===== config.mk =====
export PLATFORM = sky130hd
export DESIGN_NAME = varint_stream_decoder_top
export DESIGN_NICKNAME = d
export VERILOG_FILES = /design/src/rtl/vsd_pkg.sv /design/src/rtl/vsd_decode.sv /design/src/rtl/varint_stream_decoder_top.sv
export SDC_FILE = /design/constraint.sdc
export NUM_CORES = 1
export LEC_CHECK = 0
export BUFFER_PORTS_ARGS = -buffer_cell sky130_fd_sc_hd__buf_2
export CAP_MARGIN = 10
export CELL_PAD_IN_SITES_DETAIL_PLACEMENT = 0
export CELL_PAD_IN_SITES_GLOBAL_PLACEMENT = 1
export CORE_MARGIN = 3
export CORE_UTILIZATION = 48
export CTS_BUF_LIST = sky130_fd_sc_hd__clkbuf_8
export CTS_CLUSTER_DIAMETER = 150
export DETAILED_ROUTE_END_ITERATION = 10
export GPL_ROUTABILITY_DRIVEN = 0
export PLACE_DENSITY = 0.91
export SYNTH_ARGS = -nofsm -noshare
export SYNTH_HDL_FRONTEND = slang
export SYNTH_SLANG_ARGS = --single-unit

===== constraint.sdc =====
create_clock -name clk -period 5.6 [get_ports clk]
set_input_delay 1.12 -clock clk [delete_from_list [all_inputs] [get_ports clk]]
set_output_delay 1.12 -clock clk [all_outputs]
set_load 0.01 [all_outputs]

===== src/rtl/vsd_pkg.sv =====
`timescale 1ns / 1ps
// ----------------------------------------------------------------------------
// vsd_pkg
// Shared types and constants of the base-128 varint stream decoder.
// ----------------------------------------------------------------------------
package vsd_pkg;

    localparam int unsigned VALUE_W    = 64;
    localparam int unsigned COUNT_W    = 4;
    localparam int unsigned SHIFT_W    = 6;
    localparam int unsigned GROUP_W    = 7;

    localparam logic [COUNT_W-1:0] MAX_CONT = 4'd9;

    localparam int unsigned CONT_BIT   = 7;
    localparam int unsigned SIGN_BIT   = 6;

    localparam logic [7:0] MASK_UNSIGNED = 8'h7f;
    localparam logic [7:0] MASK_SIGNED   = 8'h3f;

    typedef struct packed {
        logic                   emit;
        logic                   overlong;
        logic [VALUE_W-1:0]     value;
        logic [VALUE_W-1:0]     acc_next;
        logic [COUNT_W-1:0]     count_next;
    } vsd_step_t;

    function automatic logic [SHIFT_W-1:0] shift_of(input logic [COUNT_W-1:0] count);
        logic [SHIFT_W+1:0] times_eight;
        logic [SHIFT_W+1:0] times_seven;
        begin
            times_eight = {1'b0, count, 3'b000};
            times_seven = times_eight - {4'b0000, count};
            return times_seven[SHIFT_W-1:0];
        end
    endfunction

endpackage


===== src/rtl/vsd_decode.sv =====
`timescale 1ns / 1ps
// ----------------------------------------------------------------------------
// vsd_decode
// One decode step: folds a byte into the accumulator or finishes a number.
// ----------------------------------------------------------------------------
module vsd_decode
(
    input  logic [7:0]                        byte_in,
    input  logic                              signed_mode,
    input  logic [vsd_pkg::VALUE_W-1:0]       acc,
    input  logic [vsd_pkg::COUNT_W-1:0]       count,
    output vsd_pkg::vsd_step_t                step
);
    import vsd_pkg::*;

    logic [COUNT_W-1:0] count_sat;
    logic [SHIFT_W-1:0] shift;
    logic [7:0]         group;
    logic [VALUE_W-1:0] placed;
    logic [VALUE_W-1:0] merged;

    always_comb
    begin
        count_sat = (count > MAX_CONT) ? MAX_CONT : count;
        shift     = shift_of(count_sat);

        if (byte_in[CONT_BIT] || !signed_mode)
        begin
            group = byte_in & MASK_UNSIGNED;
        end
        else
        begin
            group = byte_in & MASK_SIGNED;
        end

        placed = {{(VALUE_W-8){1'b0}}, group} << shift;
        merged = acc | placed;

        step            = '0;
        step.acc_next   = acc;
        step.count_next = count_sat;

        if (byte_in[CONT_BIT])
        begin
            if (count_sat >= MAX_CONT)
            begin
                // drop overlong number
                step.emit       = 1'b1;
                step.overlong   = 1'b1;
                step.value      = '0;
                step.acc_next   = '0;
                step.count_next = '0;
            end
            else
            begin
                step.acc_next   = merged;
                step.count_next = count_sat + 4'd1;
            end
        end
        else
        begin
            step.emit       = 1'b1;
            step.overlong   = 1'b0;
            step.value      = (signed_mode && byte_in[SIGN_BIT]) ? (~merged + 64'd1) : merged;
            step.acc_next   = '0;
            step.count_next = '0;
        end
    end

endmodule


===== src/rtl/varint_stream_decoder_top.sv =====
`timescale 1ns / 1ps
// ----------------------------------------------------------------------------
// varint_stream_decoder_top
// Base-128 varint decoder, one byte per request, unsigned or sign-magnitude.
// A result passes from the byte register through the decode into the result
// register. Throughput: one byte per cycle while the output is not stalled, set
// by the single-pass decode between the byte register and the result register.
// Reset: rst_n clears the number in progress, both stages and signed_mode.
// ----------------------------------------------------------------------------
module varint_stream_decoder_top
(
    input  logic                          clk,
    input  logic                          rst_n,

    input  logic                          cfg_wr_en,
    input  logic                          cfg_wr_data,

    input  logic                          in_valid,
    output logic                          in_stall,
    input  logic [7:0]                    byte_in,

    output logic                          out_valid,
    input  logic                          out_stall,
    output logic [vsd_pkg::VALUE_W-1:0]   value,
    output logic                          overlong_error
);
    import vsd_pkg::*;

    logic                 signed_mode_reg;
    logic                 in_valid_reg;
    logic [7:0]           byte_reg;
    logic [VALUE_W-1:0]   acc_reg;
    logic [COUNT_W-1:0]   count_reg;
    logic                 out_valid_reg;
    logic [VALUE_W-1:0]   value_reg;
    logic                 overlong_reg;

    vsd_step_t            step;
    logic                 out_free;
    logic                 advance;

    vsd_decode u_decode
    (
        .byte_in     (byte_reg),
        .signed_mode (signed_mode_reg),
        .acc         (acc_reg),
        .count       (count_reg),
        .step        (step)
    );

    assign out_free = !out_valid_reg || !out_stall;
    assign advance  = in_valid_reg && (!step.emit || out_free);
    assign in_stall = in_valid_reg && !advance;

    always_ff @(posedge clk or negedge rst_n)
    begin
        if (!rst_n)
        begin
            signed_mode_reg <= 1'b0;
        end
        else if (cfg_wr_en)
        begin
            signed_mode_reg <= cfg_wr_data;
        end
    end

    // byte register
    always_ff @(posedge clk or negedge rst_n)
    begin
        if (!rst_n)
        begin
            in_valid_reg <= 1'b0;
        end
        else if (in_valid && !in_stall)
        begin
            in_valid_reg <= 1'b1;
        end
        else if (advance)
        begin
            in_valid_reg <= 1'b0;
        end
    end

    always_ff @(posedge clk)
    begin
        if (in_valid && !in_stall)
        begin
            byte_reg <= byte_in;
        end
    end

    // number in progress
    always_ff @(posedge clk or negedge rst_n)
    begin
        if (!rst_n)
        begin
            acc_reg   <= '0;
            count_reg <= '0;
        end
        else if (advance)
        begin
            acc_reg   <= step.acc_next;
            count_reg <= step.count_next;
        end
    end

    // result register
    always_ff @(posedge clk or negedge rst_n)
    begin
        if (!rst_n)
        begin
            out_valid_reg <= 1'b0;
        end
        else if (advance && step.emit)
        begin
            out_valid_reg <= 1'b1;
        end
        else if (!out_stall)
        begin
            out_valid_reg <= 1'b0;
        end
    end

    always_ff @(posedge clk)
    begin
        if (advance && step.emit)
        begin
            value_reg    <= step.value;
            overlong_reg <= step.overlong;
        end
    end

    assign out_valid      = out_valid_reg;
    assign value          = value_reg;
    assign overlong_error = overlong_reg;

endmodule

==> impl_table.tex <==
\begin{tabular}{lr}
\hline
Metric & Value \\
\hline
\multicolumn{2}{l}{\textbf{Run status}} \\
Run status & complete, no violations \\
\multicolumn{2}{l}{\textbf{Setup path}} \\
Depth of the worst register-to-register path & 14 \\
Worst-path maximum fanout & 15 \\
Critical Path Start & count\_reg[1]\$\_DFFE\_PN0P\_ \\
Worst endpoint data arrival time & 5530 ps \\
Capturing point of the worst reg2reg path & value[55]\$\_SDFFCE\_PP0P\_ \\
Worst setup EP type & flop \\
Worst reg2reg path startpoint & count\_reg[1]\$\_DFFE\_PN0P\_ \\
Minimum setup slack among reg-to-reg paths & 300 ps \\
Data required time of the worst path & 5830 ps \\
Type of element launching the critical path & flop \\
Category of the critical setup timing path & flop to flop \\
\multicolumn{2}{l}{\textbf{Power and ir drop}} \\
Combinational share of power & 62.0\% \\
Part of the total power dissipated in the clock network & 14.2\% \\
Sw frac & 50.6\% \\
Worst IR Drop VDD & 290 uV \\
Sequential fraction of design power & 23.7\% \\
Cell internal pwr & 0.00290 W \\
Overall power consumption & 0.00586 W \\
Switching power & 0.00297 W \\
P per Cell Area & 581 mW/mm\^{}2 \\
Leakage dissipation & 4.22 nW \\
\multicolumn{2}{l}{\textbf{Hold path}} \\
Hold endpoint & acc\_reg[48]\$\_DFFE\_PN0P\_ \\
Hold path depth & 2 \\
Worst Hold Launch & acc\_reg[48]\$\_DFFE\_PN0P\_ \\
Class of the most critical hold timing path & flop to flop \\
\multicolumn{2}{l}{\textbf{Synth}} \\
Dominant synthesized flop cell & edfxtp\_1 \\
Gate Count Post-Synth & 975 \\
Ranking of synthesized cells by area & edfxtp\_1 24\%, dfrtp\_1 20\%, a21oi\_1 6.5\% \\
EDFF count, synth & 73 \\
Post-synthesis cell area & 0.00895 sq mm \\
Share of synthesized registers carrying an async set or reset & 49.3\% \\
Synth area leader & edfxtp\_1 \\
Fraction of synthesized cell area taken by the top area cell type & 24.5\% \\
Count of synthesis-stage warnings from yosys & 0 \\
Net count of the mapped netlist & 994 \\
Count of state elements after synthesis & 144 \\
Part of the Yosys area used for sequential elements & 44.4\% \\
Synth Area per Inst & 9.18 sq um \\
Count of distinct cell types in the synthesized netlist & 94 \\
\multicolumn{2}{l}{\textbf{STA}} \\
Final hold violations & 0 \\
Fmax & 189 MHz \\
Final critical-path share of the clock period & 94.7\% \\
Sum Neg Setup Slack & 0 ps \\
Slew of the pin with the lowest slew margin & 1000 ps \\
Max-slew headroom & 32.6\% \\
Final min period & 5300 ps \\
Clock skew & 18.2 ps \\
Setup-violating endpoint count in the final report & 0 \\
Setup repair after global routing missed its margin & false \\
Setup WS post-layout & 296 ps \\
Number of max-slew violations in the final report & 0 \\
\multicolumn{2}{l}{\textbf{Layout}} \\
Share of final-layout standard cells stronger than drive strength 1 & 17.8\% \\
Net count, final & 1,073 \\
Antenna Cells & 0 \\
Filler cell count in the final layout & 1,633 \\
Synthesis-to-layout area growth & 12.8\% \\
\multicolumn{2}{l}{\textbf{GRT}} \\
Remaining Overflow, GRT & 0 \\
Global-route wire length before repair & 43.6 mm \\
Via count of the first global-routing pass & 7,722 \\
Largest net degree at the start of global routing & 67 \\
Number of antenna violations at the first check in global routing & 0 \\
Total global routing track utilization & 27.6\% \\
\multicolumn{2}{l}{\textbf{Clock tree}} \\
Clock Tree Buf Depth & 2 \\
CTS clock-pin slew for the worst setup and hold paths & 90 ps \\
Clock buffers created by TritonCTS & 17 \\
Number of sinks driven by the clock tree & 144 \\
Number of hold buffers added after cts & 0 \\
Setup Buffers After CTS & 0 \\
Maximum level of the CTS H-tree & 4 \\
Cell at the root of the clock tree & clkbuf\_8 \\
Worst-skew pair later-pin latency & 470 ps \\
Count of cells resized by post-cts repair & 0 \\
Clock tree from TritonCTS & yes \\
\multicolumn{2}{l}{\textbf{Drt}} \\
Vias after detailed routing & 8,486 \\
Detailed Route WL & 28.0 mm \\
Routed Antenna Nets & 0 \\
DRC & 0 \\
Vias/cell & 6.55 \\
Starting DRC count in detailed routing & 1,317 \\
Detailed-routing iteration count for the pre-antenna-repair pass & 6 \\
WL per Instance & 21.6 um \\
\multicolumn{2}{l}{\textbf{Die}} \\
DIE AREA & 0.0203 sq mm \\
Top-Level Pins & 81 \\
Initial Utilization & 49.3\% \\
Horizontal die dimension & 143 um \\
Height of the chip & 143 um \\
Area of the core region & 0.0181 sq mm \\
Row Count & 49 \\
\multicolumn{2}{l}{\textbf{Placement}} \\
Pre-CTS setup slack & 235 ps \\
Input/output buffers & 80 \\
Total half-perimeter wirelength after legalization and detailed placement & 20.2 mm \\
\multicolumn{2}{l}{\textbf{Job}} \\
Max-cap violation count & 0 \\
\hline
\end{tabular}
[kinds of logic (layout without fill, tap and decap cells)]
kind of cell / after synthesis / count (layout) / synth area share (%)
flops: 144 / 144 / 44.4
fa+ha+maj: 5 / 5 / 0.699
buf+inv: 79 / 171 / 3.68
xor+xnor: 40 / 40 / 4.12
mux: 21 / 21 / 2.67
compound gates: 308 / 308 / 23.0
simple gates: 378 / 378 / 21.5
[critical path, cell delays in order (launching register included)]
cell and delay, ps:
dfrtp_1 560, o21a_2 350, nor2_4 210, inv_1 100
ha_1 370, a21o_1 250, a21oi_1 310, and2_1 230
nor2_1 150, a221oi_1 800, and2_1 320, and4_1 540
nand3_4 220, or2_1 320, a311o_1 320
[final cells by class]
| type | count | area (sq um) | share of cell area, % |
|---|---|---|---|
| Multi-Input combinational cell | 752 | 4670 | 46.3 |
| Clock buffer | 19 | 262 | 2.59 |
| Inverter | 19 | 71.3 | 0.707 |
| Timing Repair Buffer | 120 | 713 | 7.07 |
| Clock inverter | 13 | 123 | 1.21 |
| Sequential cell | 144 | 3970 | 39.3 |
| Tap cell | 229 | 287 | 2.84 |
[cell usage after synthesis, drive strengths merged, types with 17 or more instances]
library cell    n
o21ai          36
xor2           17
clkbuf         43
xnor2          23
buf            17
nand3          29
and2           27
a21oi         117
inv            19
edfxtp         73
nand2          49
dfrtp          71
nor2          148
nor3           28
nand4          17
a31oi          30
[routing by layer]
layer / track usage, % / share of wire [%] / wire length (um) / vias to the layer above
li1: - / - / - / 3827
met1: 39.5 / 42 / 11800 / 4030
met2: 40.9 / 43 / 12200 / 555
met3: 6.65 / 11 / 3080 / 74
met4: 10.2 / 3.6 / 1000 / 0
met5: 0 / 0 / 0 / -
[power by group through the flow]
stage,Sequential (W),Combinational [W],Clock (W)
after floorplan,0.00145,0.00235,0
after detailed placement,0.00141,0.00348,0
after CTS,0.00139,0.00350,0.000834
after global routing,0.00141,0.00388,0.000878
after global placement,0.00141,0.00347,0
final,0.00139,0.00364,0.000835
[through the flow]
stage,hold WS [ps],util (%),std cells,cell area (sq um)
3_3_place_gp,479,53.5,1264,9700
4_1_cts,509,55.6,1296,10100
5_1_grt,530,55.6,1296,10100
3_5_place_dp,489,53.5,1264,9700
6_report,514,55.6,1296,10100
2_1_floorplan,463,-,975,8950
[layout by cell type, fill, tap and decap left out, types with 21 or more instances in the layout]
master    synthesis  routed
o21ai_0          23      23
a31oi_1          30      30
xnor2_1          22      21
buf_4             3      39
nor2_1          147     146
dfrtp_1          71      71
nand2_1          49      49
nand3_1          28      28
nor3_1           27      27
edfxtp_1         73      73
and2_1           26      26
a21oi_1         117     117
buf_2            10      80
[worst max-delay path by stage]
stage,cells past startpoint,end,slack [ps]
after global placement,13,value[55]$_SDFFCE_PP0P_,360
after floorplan,9,overlong_error$_SDFFCE_PN0P_,950
final,14,value[55]$_SDFFCE_PP0P_,300
after detailed placement,13,value[55]$_SDFFCE_PP0P_,230
after CTS,13,value[55]$_SDFFCE_PP0P_,220
after global routing,13,value[55]$_SDFFCE_PP0P_,40
Power figures use the tool's default switching activity.
